--- config.mk ---
export PLATFORM = sky130hd
export DESIGN_NAME = integer_literal_parser
export DESIGN_NICKNAME = d
export VERILOG_FILES = /design/src/hdl/ilp_pkg.sv /design/src/hdl/integer_literal_parser.sv
export SDC_FILE = /design/constraint.sdc
export NUM_CORES = 1
export LEC_CHECK = 0
export BUFFER_PORTS_ARGS = -buffer_cell sky130_fd_sc_hd__buf_2
export CORE_ASPECT_RATIO = 1.4
export CORE_MARGIN = 5
export CORE_UTILIZATION = 55
export DETAILED_ROUTE_END_ITERATION = 12
export GPL_ROUTABILITY_DRIVEN = 0
export PLACE_DENSITY_LB_ADDON = 0.1
export SETUP_SLACK_MARGIN = 0.05
export SLEW_MARGIN = 20
export SYNTH_ARGS = -nofsm -noshare
export SYNTH_HDL_FRONTEND = slang
export SYNTH_SLANG_ARGS = --single-unit
--- constraint.sdc ---
create_clock -name clk -period 6.3 [get_ports clk]
set_input_delay 1.26 -clock clk [delete_from_list [all_inputs] [get_ports clk]]
set_output_delay 1.26 -clock clk [all_outputs]
set_load 0.02 [all_outputs]
--- src/hdl/ilp_pkg.sv ---
// Shared constants, suffix table and suffix check for the integer literal parser.
`default_nettype none

package ilp_pkg;

    localparam int VALUE_BITS_DEF = 64;
    localparam int OUT_BITS = 64;
    localparam int CHAR_BITS = 8;
    localparam int SFX_MAX = 3;
    localparam int SFX_ENTRIES = 20;
    // Count value that marks a suffix longer than SFX_MAX
    localparam logic [2:0] SFX_CNT_TOO_LONG = 3'd4;

    localparam logic [CHAR_BITS-1:0] CH_NUL = 8'h00;
    localparam logic [CHAR_BITS-1:0] CH_0 = 8'h30;
    localparam logic [CHAR_BITS-1:0] CH_7 = 8'h37;
    localparam logic [CHAR_BITS-1:0] CH_9 = 8'h39;
    localparam logic [CHAR_BITS-1:0] CH_UA = 8'h41;
    localparam logic [CHAR_BITS-1:0] CH_UF = 8'h46;
    localparam logic [CHAR_BITS-1:0] CH_UL = 8'h4c;
    localparam logic [CHAR_BITS-1:0] CH_UU = 8'h55;
    localparam logic [CHAR_BITS-1:0] CH_UX = 8'h58;
    localparam logic [CHAR_BITS-1:0] CH_LA = 8'h61;
    localparam logic [CHAR_BITS-1:0] CH_LF = 8'h66;
    localparam logic [CHAR_BITS-1:0] CH_LL = 8'h6c;
    localparam logic [CHAR_BITS-1:0] CH_LU = 8'h75;
    localparam logic [CHAR_BITS-1:0] CH_LX = 8'h78;

    // Suffix characters, first character in element 0
    typedef logic [SFX_MAX-1:0][CHAR_BITS-1:0] sfx_chars_t;

    typedef struct packed {
        logic [1:0] len;
        sfx_chars_t txt;
    } sfx_entry_t;

    localparam sfx_entry_t SFX_TABLE [SFX_ENTRIES] = '{
        '{2'd1, {CH_NUL, CH_NUL, CH_LU}}, '{2'd1, {CH_NUL, CH_NUL, CH_UU}},
        '{2'd1, {CH_NUL, CH_NUL, CH_LL}}, '{2'd1, {CH_NUL, CH_NUL, CH_UL}},
        '{2'd2, {CH_NUL, CH_LL, CH_LU}}, '{2'd2, {CH_NUL, CH_UL, CH_UU}},
        '{2'd2, {CH_NUL, CH_UL, CH_LU}}, '{2'd2, {CH_NUL, CH_LL, CH_UU}},
        '{2'd2, {CH_NUL, CH_LU, CH_LL}}, '{2'd2, {CH_NUL, CH_UU, CH_UL}},
        '{2'd2, {CH_NUL, CH_UU, CH_LL}}, '{2'd2, {CH_NUL, CH_LU, CH_UL}},
        '{2'd3, {CH_LL, CH_LL, CH_LU}}, '{2'd3, {CH_UL, CH_UL, CH_UU}},
        '{2'd3, {CH_UL, CH_UL, CH_LU}}, '{2'd3, {CH_LL, CH_LL, CH_UU}},
        '{2'd3, {CH_LU, CH_LL, CH_LL}}, '{2'd3, {CH_UU, CH_UL, CH_UL}},
        '{2'd3, {CH_UU, CH_LL, CH_LL}}, '{2'd3, {CH_LU, CH_UL, CH_UL}}
    };

    // Empty suffix passes; otherwise it must equal one table entry
    function automatic logic sfx_match(input logic [2:0] cnt, input sfx_chars_t chars);
        logic ok;
        logic eq;
        ok = 1'b0;
        if (cnt == 3'd0)
        begin
            ok = 1'b1;
        end
        else if (cnt <= 3'(SFX_MAX))
        begin
            for (int i = 0; i < SFX_ENTRIES; i++)
            begin
                eq = ({1'b0, SFX_TABLE[i].len} == cnt);
                for (int j = 0; j < SFX_MAX; j++)
                begin
                    if ((3'(j) < cnt) && (SFX_TABLE[i].txt[j] != chars[j]))
                    begin
                        eq = 1'b0;
                    end
                end
                ok = ok | eq;
            end
        end
        return ok;
    endfunction

endpackage

`default_nettype wire

--- src/hdl/integer_literal_parser.sv ---
// Streaming parser for one C integer literal: digits to value, suffix check.
//
//  channel  | dir | tdata                  | tuser          | tlast
//  s_axis   | in  | [7:0] char_code        | -              | last character
//  m_axis   | out | [63:0] value (signed)  | [0] valid_res  | -
//
// One character per cycle: each accepted item updates the parse state in the
// same cycle, through one shift-add of the accumulator and the suffix compare.
// The item with tlast loads the result register; the result appears in the next cycle.
// A held result stalls input only while m_axis_tready is low.
// rst_n (async, active low) clears the parse state and the result valid.
`default_nettype none

module integer_literal_parser
    import ilp_pkg::*;
#(
    parameter int VALUE_BITS = VALUE_BITS_DEF
)
(
    input  wire logic                 clk,
    input  wire logic                 rst_n,
    input  wire logic                 s_axis_tvalid,
    output logic                      s_axis_tready,
    input  wire logic [CHAR_BITS-1:0] s_axis_tdata,   // [7:0] char_code
    input  wire logic                 s_axis_tlast,
    output logic                      m_axis_tvalid,
    input  wire logic                 m_axis_tready,
    output logic [OUT_BITS-1:0]       m_axis_tdata,   // [63:0] value
    output logic                      m_axis_tuser    // [0] valid_res
);

    typedef enum logic [2:0] {
        PH_START,
        PH_ZERO,
        PH_HEX,
        PH_OCT,
        PH_DEC,
        PH_SUF
    } phase_t;

    phase_t                  phase_reg, phase_next;
    logic [VALUE_BITS-1:0]   acc_reg, acc_next;
    sfx_chars_t              sfx_reg, sfx_next;
    logic [2:0]              cnt_reg, cnt_next;
    logic                    out_valid_reg;
    logic [OUT_BITS-1:0]     value_reg, value_next;
    logic                    ok_reg, ok_next;

    logic                    accept;
    logic [CHAR_BITS-1:0]    c;
    logic                    is_dec, is_oct, is_hex_lc, is_hex_uc, is_x;
    logic [3:0]              hex_d;
    logic [VALUE_BITS-1:0]   acc_base, acc_dec, acc_oct, acc_hex;

    assign accept = s_axis_tvalid && s_axis_tready;
    assign s_axis_tready = !out_valid_reg || m_axis_tready;
    assign c = s_axis_tdata;

    assign is_dec    = (c >= CH_0) && (c <= CH_9);
    assign is_oct    = (c >= CH_0) && (c <= CH_7);
    assign is_hex_lc = (c >= CH_LA) && (c <= CH_LF);
    assign is_hex_uc = (c >= CH_UA) && (c <= CH_UF);
    assign is_x      = (c == CH_LX) || (c == CH_UX);
    assign hex_d     = is_dec ? c[3:0] : c[3:0] + 4'd9;

    // A literal always starts from zero
    assign acc_base = (phase_reg == PH_START) ? '0 : acc_reg;
    assign acc_dec  = (acc_base << 3) + (acc_base << 1)
                    + {{(VALUE_BITS-4){1'b0}}, c[3:0]};
    assign acc_oct  = {acc_base[VALUE_BITS-4:0], c[2:0]};
    assign acc_hex  = {acc_base[VALUE_BITS-5:0], hex_d};

    always_comb
    begin
        logic push;
        phase_next = phase_reg;
        acc_next   = acc_base;
        sfx_next   = sfx_reg;
        cnt_next   = cnt_reg;
        push       = 1'b0;
        unique case (phase_reg)
            PH_START:
            begin
                if (c == CH_0)
                begin
                    phase_next = PH_ZERO;
                end
                else if (is_dec)
                begin
                    phase_next = PH_DEC;
                    acc_next = acc_dec;
                end
                else
                begin
                    push = 1'b1;
                end
            end
            PH_ZERO:
            begin
                if (is_x)
                begin
                    phase_next = PH_HEX;
                end
                else if (is_oct)
                begin
                    phase_next = PH_OCT;
                    acc_next = acc_oct;
                end
                else
                begin
                    push = 1'b1;
                end
            end
            PH_HEX:
            begin
                if (is_dec || is_hex_lc || is_hex_uc)
                begin
                    acc_next = acc_hex;
                end
                else
                begin
                    push = 1'b1;
                end
            end
            PH_OCT:
            begin
                if (is_oct)
                begin
                    acc_next = acc_oct;
                end
                else
                begin
                    push = 1'b1;
                end
            end
            PH_DEC:
            begin
                if (is_dec)
                begin
                    acc_next = acc_dec;
                end
                else
                begin
                    push = 1'b1;
                end
            end
            default:
            begin
                push = 1'b1;
            end
        endcase

        // Keep the first three suffix characters; saturate the count at too-long
        if (push)
        begin
            phase_next = PH_SUF;
            if (cnt_reg < 3'(SFX_MAX))
            begin
                sfx_next[cnt_reg[1:0]] = c;
            end
            if (cnt_reg < SFX_CNT_TOO_LONG)
            begin
                cnt_next = cnt_reg + 3'd1;
            end
        end

        value_next = OUT_BITS'($signed(acc_next));
        ok_next    = sfx_match(cnt_next, sfx_next);
    end

    always_ff @(posedge clk or negedge rst_n)
    begin
        if (!rst_n)
        begin
            phase_reg     <= PH_START;
            acc_reg       <= '0;
            sfx_reg       <= '0;
            cnt_reg       <= 3'd0;
            out_valid_reg <= 1'b0;
            value_reg     <= '0;
            ok_reg        <= 1'b0;
        end
        else
        begin
            if (accept && s_axis_tlast)
            begin
                out_valid_reg <= 1'b1;
            end
            else if (m_axis_tready)
            begin
                out_valid_reg <= 1'b0;
            end
            if (accept)
            begin
                sfx_reg <= sfx_next;
                if (s_axis_tlast)
                begin
                    // Result out, parser back to start of literal
                    value_reg <= value_next;
                    ok_reg    <= ok_next;
                    phase_reg <= PH_START;
                    acc_reg   <= '0;
                    cnt_reg   <= 3'd0;
                end
                else
                begin
                    phase_reg <= phase_next;
                    acc_reg   <= acc_next;
                    cnt_reg   <= cnt_next;
                end
            end
        end
    end

    assign m_axis_tvalid = out_valid_reg;
    assign m_axis_tdata  = value_reg;
    assign m_axis_tuser  = ok_reg;

endmodule

`default_nettype wire
Yosys cells after proc, flatten, opt, wreduce, memory -nomap -nowiden

Cells that the tools add are included.

$add $sub $neg: 4
$lt $le $gt $ge: 15
Equal/unequal tests: 24
Muxes and demuxes: 124
Bitwise logic cells: 19
Reductions and logical operators: 34

Operators with widths:

| operator                                                                | number |
|---|---|
| 64-bit two-way mux                                                      | 7 |
| 64-bit case mux with 5 select lines                                     | 1 |
| 1-bit two-way mux                                                       | 99 |
| 7-bit by 8-bit inequality test with 1-bit output (first input constant) | 12 |
| 64-bit by 4-bit adder with 64-bit output                                | 1 |
| 64-bit adder                                                            | 1 |
| 24-bit two-way mux                                                      | 2 |
| 3-bit two-way mux                                                       | 9 |
| 24-bit bitwise mux                                                      | 1 |
| 1-bit logical AND                                                       | 21 |
| 1-bit OR                                                                | 19 |
| 8-bit demux with 2-bit select                                           | 1 |
| 8-bit by 7-bit equality test with 1-bit output (second input constant)  | 2 |
| 8-bit by 7-bit >= comparator with 1-bit output (second input constant)  | 2 |
| 8-bit by 6-bit <= comparator with 1-bit output (second input constant)  | 2 |
| 8-bit by 7-bit <= comparator with 1-bit output (second input constant)  | 2 |
| 8-bit nonzero test                                                      | 2 |
| 8-bit by 6-bit equality test with 1-bit output (second input constant)  | 1 |
| 8-bit by 6-bit >= comparator with 1-bit output (second input constant)  | 1 |
| 8-bit two-way mux                                                       | 1 |
| 2-bit by 3-bit equality test with 1-bit output (first input constant)   | 2 |
| 3-bit by 2-bit equality test with 1-bit output (second input constant)  | 2 |
| 3-bit logical NOT                                                       | 2 |
| 1-bit by 3-bit < comparator with 1-bit output (first input constant)    | 2 |
| 22 further kinds                                                        | 25 |

Register bits after elaboration: 160
Output and inout port bits: 67

Depth between registers and ports, before layout

Gate-level depths: netlist (run 1).

Word-level depth: 35
Mapped depth: 23

Worst setup path after synthesis (run 1)

No wires, ideal clock.

Kind: register -> register
Start: register phase_reg[1]
End: register value_reg[56], in the netlist m_axis_tdata[56]
Library setup time: 125 ps
Data arrival time: 4,913 ps
Data required time: 6,175 ps
Path slack: 1,262 ps
Cell stages (with the launch flop): 23
Clock period less this slack: 5,038 ps
Cell sequence: dfrtp_1 -> clkbuf_1 -> nor2_1 -> nand2_1 -> clkbuf_1 -> clkbuf_1 -> clkbuf_1 -> nand2_1 -> inv_1 -> fa_1 -> inv_1 -> fa_1 -> nand2b_1 -> a21oi_1 -> o31ai_1 -> a21oi_1 -> a22oi_1 -> a2111o_1 -> a21boi_1 -> o211a_1 -> mux2i_1 -> o211ai_1 -> mux2_2

Word-level cells in the longest chain between the ends: 7
Elaborated cells between the ends (all ways): 14
Classes of those cells: add/sub: 2; eq/ne: 4; mux: 7; reduce/logical: 1

Ends and longest elaborated chain:

| element                                  | line                                                        | RTL |
|---|---|---|
| start: declaration                       | integer_literal_parser.sv:41                                | `phase_t phase_reg, phase_next;` |
| start signal: assignment                 | integer_literal_parser.sv:207                               | `phase_reg <= phase_next;` |
| 3-bit logical NOT                        | integer_literal_parser.sv:67, integer_literal_parser.sv:81  |  |
| 64-bit two-way mux                       | integer_literal_parser.sv:67                                | `assign acc_base = (phase_reg == PH_START) ? '0 : acc_reg;` |
| 64-bit adder                             | integer_literal_parser.sv:68                                | `assign acc_dec = (acc_base << 3) + (acc_base << 1)` |
| 64-bit by 4-bit adder with 64-bit output | integer_literal_parser.sv:69                                | `+ {{(VALUE_BITS-4){1'b0}}, c[3:0]};` |
| 64-bit two-way mux                       | integer_literal_parser.sv:88, integer_literal_parser.sv:138 |  |
| 64-bit two-way mux                       | integer_literal_parser.sv:84                                | `if (c == CH_0)` |
| 64-bit case mux with 5 select lines (*)  | integer_literal_parser.sv:81                                | `unique case (phase_reg)` |
| end signal: assignment                   | integer_literal_parser.sv:199                               | `value_reg <= value_next;` |
| end: declaration                         | integer_literal_parser.sv:46                                | `logic [OUT_BITS-1:0] value_reg, value_next;` |

Mark *: on every way between the ends. The rest lies on a longest branch, timed or not.
A chain may end at the register's enable or synchronous reset.

Worst setup path after layout (run 1)

Start: register phase_reg[1]
End: register value_reg[62], in the netlist m_axis_tdata[62]

Same word-level chain as after synthesis.

==> results of run 1 <==
==> through the flow <==
step / power [µW] / setup slack, ns
after global routing: 4180 / 0.258
after CTS: 3940 / 0.524
after detailed placement: 2920 / 0.578
after global placement: 2890 / 0.787
after floorplan: 2440 / 1.26
final: 3960 / 0.700
==> worst paths after layout <==
path,startpoint,endpoint,cells after the start
worst min register to register,m_axis_tdata[47],m_axis_tdata[47],2
worst max register to register,phase_reg[1],m_axis_tdata[62],17
max in group asynchronous,rst_n,acc_reg[50],2
worst min-delay path,m_axis_tdata[47],m_axis_tdata[47],2
worst max-delay path,phase_reg[1],m_axis_tdata[62],17
min in group asynchronous,rst_n,m_axis_tdata[43],1
==> cell type report <==
| class | instances | area, µm² |
|---|---|---|
| clock buffer | 18 | 429 |
| inverter | 57 | 214 |
| fill | 2261 | 9680 |
| tap | 315 | 394 |
| sequential | 160 | 4000 |
| timing repair buffer | 105 | 617 |
| clock inverter | 14 | 124 |
| multi-input combinational | 1371 | 9130 |
==> metal layers <==
metal  vias up  GRT usage  wire [µm]
met5         -          0          0
met4         0      0.210       3270
met3       184     0.0405       2970
met2       630      0.533      21600
met1      6546      0.398      18000
li1       6305          -          -
==> what timing repair did <==
item	4_1_cts	5_1_grt
hold buffers	0	0
resized for setup	0	1
endpoints found under the setup margin	0	2
==> synth_stat cells (all sizes together), types with 14 or more instances <==
library cell,n
ha,130
and2,43
a21oi,133
a31oi,23
mux2,30
xor2,22
a221oi,42
a21o,31
o21bai,15
a22o,24
nor3,23
and3,14
xnor2,30
inv,56
clkbuf,82
nand3,35
nand2,230
nand4,21
o31ai,25
o21a,17
buf,17
o21ai,176
o221ai,18
dfrtp,160
nor2,118
mux2i,14
==> worst reg2reg max path, cell delays in order (launching register included) <==
cell      delay [ns]
dfrtp_1         0.51
nor2_2          0.39
nand2_2         0.35
and2_1          0.36
fa_1            0.57
inv_1           0.08
fa_1            0.43
nand2b_1        0.17
a21oi_1         0.29
o31ai_1         0.19
a21oi_2         0.25
a21oi_1         0.20
nor4b_1         0.56
nor2_1          0.22
o21ai_0         0.33
nor2_1          0.09
a211oi_1        0.35
o21ai_0         0.14
==> power groups by stage <==
stage	sequential (µW)	combinational, µW	clock [µW]
finish	1400	1540	1030
CTS	1390	1520	1030
floorplan	1440	1000	0
detailed placement	1410	1510	0
global route	1420	1680	1080
global placement	1400	1480	0
==> logic make-up after synthesis <==
logic type / count (synthesis) / synth area share
AOI/OAI and AO/OA: 604 / 0.291
and+or+nand+nor: 539 / 0.182
DFF: 160 / 0.292
buffers and inverters: 156 / 0.0447
adders and majority gates: 132 / 0.122
xor gates and xnor gates: 52 / 0.0332
muxes: 44 / 0.0354
==> results.py, run 1 <==
metrics = {
    "setup_path": {
        "end_kind": "flip-flop",
        "slowest_delay_ns": 0.57,
        "crit_type": "flip-flop to flip-flop",
        "rrSetupSlack_ns": 0.70,
        "crit_fanout": 20,
        "cp_num_buf_inv": 1,
        "path_delay_family": "simple AND/OR/NAND/NOR gates",
        "worstSetupStartpointType": "flip-flop",
        "crit_chain": "nor2_2, nand2_2, and2_1, fa_1, inv_1, fa_1, nand2b_1, a21oi_1, o31ai_1, a21oi_2, a21oi_1, nor4b_1, nor2_1, o21ai_0, nor2_1, a211oi_1, o21ai_0",
        "cp.required_ns": 6.63,
        "slowest_stage": "fa_1",
        "worstPathArrival_ns": 5.93,
    },
    "global_routing": {
        "grt_usage": 0.324,
        "grt_pass1_wl_um": 73000,
        "grt_pass1_vias": 13300,
        "antenna_found_initial": 0,
        "grt_max_degree": 79,
        "grt-ovfl-total": 0,
    },
    "clocking": {
        "clkTransAtPathRegs_ns": 0.07,
        "clock_path_buffers": 2,
        "cts_tree": "done",
        "postCtsSetupBuffers": 0,
        "numCtsBuffers": 17,
        "clock_sinks": 160,
        "clock_latency_ns": 0.46,
        "ctsHtreeMaxLevel": 4,
        "cts-root-buf": "clkbuf_16",
    },
    "timing": {
        "fin_crit_sh": 0.889,
        "drv_slew": 0,
        "hold_violations": 0,
        "skew_ns": 0.0153,
        "tns_ns": 0,
        "rsz0062_at_grt": "false",
        "fin_crit_ns": 5.60,
        "finalSetupViolCount": 0,
        "slew_headroom": 0.283,
        "tightest_slew_ns": 1.08,
        "max_freq_mhz": 179,
        "holdWs_ns": 0.473,
    },
    "floorplan": {
        "die_w_um": 143,
        "io_pins": 80,
        "start_util": 0.557,
        "dieArea_um2": 28200,
        "dieHeight_um": 197,
        "num_rows": 68,
        "design.core.area_um2": 24600,
    },
    "pwr": {
        "p_comb_frac": 0.389,
        "clockPowerShare": 0.259,
        "ir_worst_vdd_mv": 0.206,
        "pwr-share-seq": 0.352,
        "intPower_uw": 2290,
        "p_per_area_nw_per_um2": 266,
        "p_leak_uw": 0.00725,
        "power.share.switching": 0.421,
        "switchingPower_uw": 1670,
    },
    "placement": {
        "place_hpwl_um": 33600,
        "placed_cells": 2007,
        "place_area_um2": 14300,
        "io_buffers": 79,
    },
    "logic_synthesis": {
        "synth_top_area_frac": 0.292,
        "netlist_instances": 1687,
        "yosysSeqAreaShare": 0.292,
        "synth_area_leader_cell": "dfrtp_1",
        "yosys_warnings": 0,
        "netlist_area_um2": 13700,
        "syn_area_per_cell_um2": 8.12,
        "synth_nets": 1832,
        "synthArstFlopShare": 1.00,
        "synth_edf_count": 0,
        "ys_types": 90,
        "synth_flop_cell": "dfrtp_1",
        "ys_seq_elements": 160,
        "synth_area_leaders": "dfrtp_1 29%, ha_1 12%, nand2_1 6.3%",
    },
    "finish": {
        "num-nets-final": 1857,
        "mostFrequentLayoutCell": "nand2_1",
        "diodes": 0,
        "layout-drive-gt1-share": 0.118,
        "stdcell_area_um2": 14900,
        "area_growth_pct": 8.80,
        "final_cell_mix": "227 x nand2_1, 170 x o21ai_0, 160 x dfrtp_1",
        "utilization": 0.606,
        "finalNonFillerCells": 2040,
    },
    "worst_hold_path": {
        "hold_class": "flip-flop to flip-flop",
    },
    "outcome": {
        "status": "complete, no violations",
    },
    "route": {
        "drt-vias-per-instance": 6.70,
        "routedWlPerCell_um": 22.5,
        "ant_nets": 0,
        "route.detailed.drc": 0,
        "drtPass1Iterations": 6,
        "via_count": 13700,
        "drt_iter0_markers": 1301,
        "routed_wl_um": 45800,
    },
    "job": {
        "maxCapViolCount": 0,
    },
}
Power figures use the tool's default switching activity.
==> run 2: changes to the inputs <==
--- a/config.mk
+++ b/config.mk
@@ -5,6 +5,7 @@
 export SDC_FILE = /design/constraint.sdc
 export NUM_CORES = 1
 export LEC_CHECK = 0
+export ABC_AREA = 1
 export BUFFER_PORTS_ARGS = -buffer_cell sky130_fd_sc_hd__buf_2
 export CORE_ASPECT_RATIO = 1.4
 export CORE_MARGIN = 5
==> run 2 against run 1 <==
  * Sequential power grew 3%
  * Synthesized area grew 7.5%
  * Maximum frequency grew 8.6%
==> results.py, run 2 <==
metrics = {
    "global_routing": {
        "grt_max_degree": 67,
        "antenna_found_initial": 0,
        "grt-ovfl-total": 0,
        "grt_pass1_vias": 15900,
        "grt_pass1_wl_um": 81800,
        "grt_usage": 0.338,
    },
    "clocking": {
        "clock_sinks": 160,
        "clock_path_buffers": 2,
        "hold_buffers": 0,
        "postCtsSetupBuffers": 0,
        "numCtsBuffers": 17,
        "clkTransAtPathRegs_ns": 0.07,
        "cts_tree": "done",
        "cts-root-buf": "clkbuf_16",
        "ctsResizeCount": 0,
        "ctsHtreeMaxLevel": 4,
        "clock_latency_ns": 0.45,
    },
    "pwr": {
        "ir_worst_vdd_mv": 0.200,
        "p_per_area_nw_per_um2": 311,
        "p_leak_uw": 0.00797,
        "power_uw": 4960,
    },
    "finish": {
        "area_growth_pct": 8.37,
        "diodes": 0,
        "final_cell_mix": "557 x nand2_1, 281 x inv_1, 278 x o21ai_0",
        "multiInputGateArea_um2": 9260,
        "num-nets-final": 2431,
        "layout-drive-gt1-share": 0.0835,
        "mostFrequentLayoutCell": "nand2_1",
        "utilization": 0.599,
        "regArea_um2": 4000,
        "finalNonFillerCells": 2627,
        "nFillCells": 2550,
    },
    "logic_synthesis": {
        "synth_area_leader_cell": "dfrtp_1",
        "synthTopCellsByCount": "557 x nand2_1, 283 x inv_1, 278 x o21ai_0, 220 x nor2_1, 160 x dfrtp_1",
        "ys_types": 51,
        "synth_edf_count": 0,
        "synth_flop_cell": "dfrtp_1",
        "synth_nets": 2394,
        "netlist_instances": 2249,
        "synthArstFlopShare": 1.00,
        "syn_area_per_cell_um2": 6.55,
        "yosys_warnings": 0,
        "synth_top_area_frac": 0.272,
        "ys_seq_elements": 160,
        "netlist_area_um2": 14700,
        "synth_most_common_cell": "nand2_1",
        "synth_area_leaders": "dfrtp_1 27%, nand2_1 14%, ha_1 11%",
        "yosysSeqAreaShare": 0.272,
    },
    "floorplan": {
        "start_util": 0.553,
        "design.core.area_um2": 26700,
        "io_pins": 80,
        "dieArea_um2": 30200,
        "die_w_um": 148,
        "dieHeight_um": 204,
        "num_rows": 71,
    },
    "timing": {
        "tightest_slew_ns": 0.853,
        "fin_crit_ns": 5.16,
        "max_freq_mhz": 194,
        "finalSetupViolCount": 0,
        "tns_ns": 0,
        "skew_ns": 0.00865,
        "rsz0062_at_grt": "false",
        "slew_headroom": 0.432,
        "fin_crit_sh": 0.819,
        "hold_violations": 0,
        "drv_slew": 0,
    },
    "route": {
        "ant_nets": 0,
        "routed_wl_um": 51100,
        "drtPass1Iterations": 6,
        "via_count": 16000,
        "drt_iter0_markers": 1386,
        "routedWlPerCell_um": 19.4,
        "drt-vias-per-instance": 6.10,
        "route.detailed.drc": 0,
    },
    "job": {
        "maxCapViolCount": 0,
    },
    "worst_hold_path": {
        "min_from": "m_axis_tdata[39]",
        "hold_class": "flip-flop to flip-flop",
        "min_delay_path_depth": 2,
    },
    "setup_path": {
        "end_kind": "flip-flop",
        "worstSetupStartpointType": "flip-flop",
        "crit_type": "flip-flop to flip-flop",
        "cp.required_ns": 6.67,
        "worstPathArrival_ns": 5.53,
        "rrSetupSlack_ns": 1.14,
        "crit_path_start": "phase_reg[1]",
        "r2r-start": "phase_reg[1]",
        "crit_fanout": 17,
        "reg2reg_depth": 21,
    },
    "placement": {
        "place_hpwl_um": 38300,
        "io_buffers": 79,
        "placed_cells": 2595,
    },
    "outcome": {
        "status": "complete, no violations",
    },
}
==> run 2: changes by cell type in the layout (fill, tap and decap cells not counted), sizes merged, moves of 30 or more <==
| cell | before | now |
|---|---|---|
| nand3 | 35 | 117 |
| and2 | 43 | 0 |
| nor2 | 118 | 228 |
| o21ai | 176 | 297 |
| o22ai | 12 | 45 |
| mux2 | 30 | 0 |
| inv | 64 | 308 |
| nand2 | 230 | 557 |
==> run 2: worst max-delay path, cell delays in order (launching register included) <==
cell and delay, ns:
dfrtp_1 0.43, nor2_1 0.38, inv_1 0.14, nor2_4 0.39, buf_4 0.31, inv_1 0.20, nand2_1 0.23, inv_1 0.12
ha_1 0.31, ha_1 0.37, nand2_1 0.15, a21oi_1 0.08, nor2_1 0.12, o21ai_0 0.10, a21oi_1 0.13, nand2_1 0.22
a21oi_1 0.42, o21bai_1 0.19, xnor2_1 0.15, o21ai_0 0.41, nand3_1 0.11, o21ai_0 0.10
==> run 2: per-stage QoR <==
stage | setup slack (ns) | hold WS (ns) | instance area, µm²
after floorplan | 2.51 | 0.449 | 14700
after global placement | 1.44 | 0.460 | 15400
after detailed placement | 1.39 | 0.462 | 15400
after CTS | 1.37 | 0.482 | 16000
after global routing | 0.863 | 0.502 | 16000
final | 1.14 | 0.477 | 16000
==> run 2: path summary, 6_finish.rpt <==
path                               endpoint
max in group asynchronous  m_axis_tdata[24]
setup / recovery                acc_reg[46]
hold reg to reg            m_axis_tdata[39]
hold / removal             m_axis_tdata[39]
min in group asynchronous  m_axis_tdata[36]
setup reg to reg                acc_reg[46]
==> run 2: power by group <==
part	switching, µW	total, µW	internal (µW)
logic	1720	2470	752
clock network	518	1060	537
registers	159	1440	1280
==> run 2: kinds of logic after synthesis <==
family | share of synthesized area
flip-flops | 0.272
buffers and inverters | 0.101
XOR/XNOR | 0.0118
AND/OR/NAND/NOR | 0.267
adder cells (fa/ha/maj) | 0.113
AO/OA/AOI/OAI | 0.235
==> run 2: final cells by class <==
cell class / count / area share
Clock buffer: 18 / 0.0275
Clock inverter: 14 / 0.00917
Inverter: 304 / 0.0716
Multi-Input combinational cell: 1703 / 0.580
Sequential cell: 160 / 0.251
Tap cell: 328 / 0.0257
Timing Repair Buffer: 100 / 0.0350
==> run 2: metal layers <==
layer	wire length, µm	GRT usage	vias to the layer above
li1	-	-	7632
met1	19100	0.377	7366
met2	24300	0.575	745
met3	3320	0.0582	273
met4	4360	0.249	0
met5	0	0	-
==> run 3: changes to the inputs <==
==> constraint.sdc (replaced) <==
create_clock -name clk -period 4.4 [get_ports clk]
set_input_delay 0.88 -clock clk [delete_from_list [all_inputs] [get_ports clk]]
set_output_delay 0.88 -clock clk [all_outputs]
set_load 0.02 [all_outputs]
==> run 3 against run 2 <==
  * Wire length grew 2.2%
  * Combinational power grew 53%
  * Sequential power grew 44%
  * First-iteration DRC count shrank 4.0%
  * Sequential share of layout area shrank 1.2 points
  * Final cell count grew 3.0%
  * Critical path type unchanged
  * Clock skew grew 0.0048 ns
  * Non-clock buffer count grew 80
  * Critical endpoint is now m_axis_tdata[59]
  * Die area is the same
  * Critical path depth grew 3
==> results.py, run 3 (synthesized netlist as in run 2, its figures left out) <==
metrics = {
    "route": {
        "routedWlPerCell_um": 19.3,
        "route.detailed.drc": 0,
        "drt_iter0_markers": 1330,
        "ant_nets": 0,
        "drt-vias-per-instance": 6.04,
        "via_count": 16300,
        "routed_wl_um": 52200,
        "drtPass1Iterations": 8,
    },
    "global_routing": {
        "grt_pass1_vias": 16000,
        "grt_pass1_wl_um": 82200,
        "grt_max_degree": 104,
        "grt_usage": 0.342,
        "grt-ovfl-total": 0,
        "antenna_found_initial": 1,
    },
    "timing": {
        "holdWs_ns": 0.381,
        "slew_headroom": 0.483,
        "max_freq_mhz": 240,
        "fin_crit_ns": 4.16,
        "drv_slew": 0,
        "tns_ns": 0,
        "skew_ns": 0.0135,
        "fin_crit_sh": 0.946,
        "rsz0062_at_grt": "false",
        "tightest_slew_ns": 0.776,
        "hold_violations": 0,
        "finalSetupViolCount": 0,
    },
    "pwr": {
        "p_comb_frac": 0.509,
        "ir_worst_vdd_mv": 0.318,
        "switchingPower_uw": 3510,
        "p_leak_uw": 0.00845,
        "power.share.switching": 0.473,
        "pwr-share-seq": 0.279,
        "p_per_area_nw_per_um2": 443,
        "intPower_uw": 3910,
        "clockPowerShare": 0.211,
    },
    "setup_path": {
        "worstPathArrival_ns": 4.56,
        "r2r-start": "phase_reg[1]",
        "end_kind": "flip-flop",
        "rrSetupSlack_ns": 0.24,
        "slowest_stage": "dfrtp_1",
        "worstSetupStartpointType": "flip-flop",
        "crit_chain": "nor2_2, inv_1, nor2_4, buf_12, inv_1, nand2_1, inv_1, ha_1, ha_1, nand2_1, nor2_1, inv_1, nor2_1, inv_1, nor3_1, nand3_1, nand3_1, a21o_1, nand2_1, nand2_1, nor2_1, o21ai_1, nand3_1, nand2_1",
        "crit_fanout": 14,
        "crit_type": "flip-flop to flip-flop",
        "timing.rr.end": "m_axis_tdata[59]",
        "slowest_delay_ns": 0.44,
        "cp.required_ns": 4.80,
        "reg2reg_depth": 24,
    },
    "placement": {
        "place_hpwl_um": 38900,
        "io_buffers": 79,
    },
    "clocking": {
        "ctsHtreeMaxLevel": 4,
        "hold_buffers": 0,
        "cts_tree": "done",
        "cts-root-buf": "clkbuf_16",
        "clock_latency_ns": 0.46,
        "clock_sinks": 160,
        "clock_path_buffers": 2,
        "clkTransAtPathRegs_ns": 0.08,
        "numCtsBuffers": 17,
    },
    "worst_hold_path": {
        "hold_class": "input port to asynchronous set/reset pin",
    },
    "floorplan": {
        "start_util": 0.553,
        "design.core.area_um2": 26700,
        "dieHeight_um": 204,
        "dieArea_um2": 30200,
        "die_w_um": 148,
        "num_rows": 71,
        "io_pins": 80,
    },
    "finish": {
        "diodes": 0,
        "layout-drive-gt1-share": 0.123,
        "mostFrequentLayoutCell": "nand2_1",
        "area_growth_pct": 13.8,
        "num-nets-final": 2511,
        "final_cell_mix": "556 x nand2_1, 281 x inv_1, 271 x o21ai_0",
    },
    "job": {
        "maxCapViolCount": 0,
    },
    "outcome": {
        "status": "complete, no violations",
    },
}
==> run 3: what timing repair did <==
item	CTS	global route
setup buffers	0	3
resized for setup	0	30
endpoints found under the setup margin	0	57
==> run 3: per-stage QoR <==
stage / worst slack (ns) / cells / power, µW / util / cell area [µm²]
final: 0.236 / 2707 / 7430 / 0.629 / 16800
after global routing: 0.00287 / 2707 / 7980 / 0.629 / 16800
after CTS: 0.125 / 2703 / 7320 / 0.624 / 16600
after detailed placement: 0.173 / 2671 / 5730 / 0.601 / 16000
after global placement: 0.216 / 2671 / 5650 / 0.601 / 16000
after floorplan: 0.623 / 2249 / 4600 / - / 14700
==> run 3: worst max-delay path by stage <==
stage                                   to          from  slack [ns]  depth (start not counted)
after floorplan                acc_reg[60]  phase_reg[1]        0.62                         25
after global routing      m_axis_tdata[54]  phase_reg[1]       0.003                         22
after CTS                      acc_reg[61]  phase_reg[1]        0.13                         21
after global placement    m_axis_tdata[61]  phase_reg[1]        0.22                         22
after detailed placement       acc_reg[61]  phase_reg[1]        0.17                         21
final                     m_axis_tdata[59]  phase_reg[1]        0.24                         24
==> run 3: worst max-delay path, delay by kind of cell (launching register included) <==
family,cells,cell delay (ns)
AOI/OAI and AO/OA,2,0.43
adders and majority gates,2,0.66
buffers and inverters,6,0.63
DFF,1,0.44
and+or+nand+nor,14,1.93
==> run 3: per-layer routing <==
metal / up-vias / global-route usage / wire (µm)
li1: 7788 / - / -
met5: - / 0 / 13
met4: 2 / 0.260 / 4650
met1: 7491 / 0.389 / 19400
met2: 811 / 0.576 / 24600
met3: 247 / 0.0482 / 3520
==> run 3: power by group through the flow <==
stage                     clock network (µW)  registers [µW]  logic, µW
final                                   1570            2070       3780
after global placement                     0            2080       3560
after detailed placement                   0            2090       3640
after floorplan                            0            2250       2350
after CTS                               1580            2070       3670
after global routing                    1640            2120       4220
==> run 3: cell type report <==
cell class | instances | area, µm²
flip-flops and latches | 160 | 4000
repair buffers | 180 | 1260
clock inverters | 14 | 166
multi-input cells | 1703 | 9350
fillers | 2496 | 9890
inverters | 304 | 1140
clock buffers | 18 | 439
well taps | 328 | 410
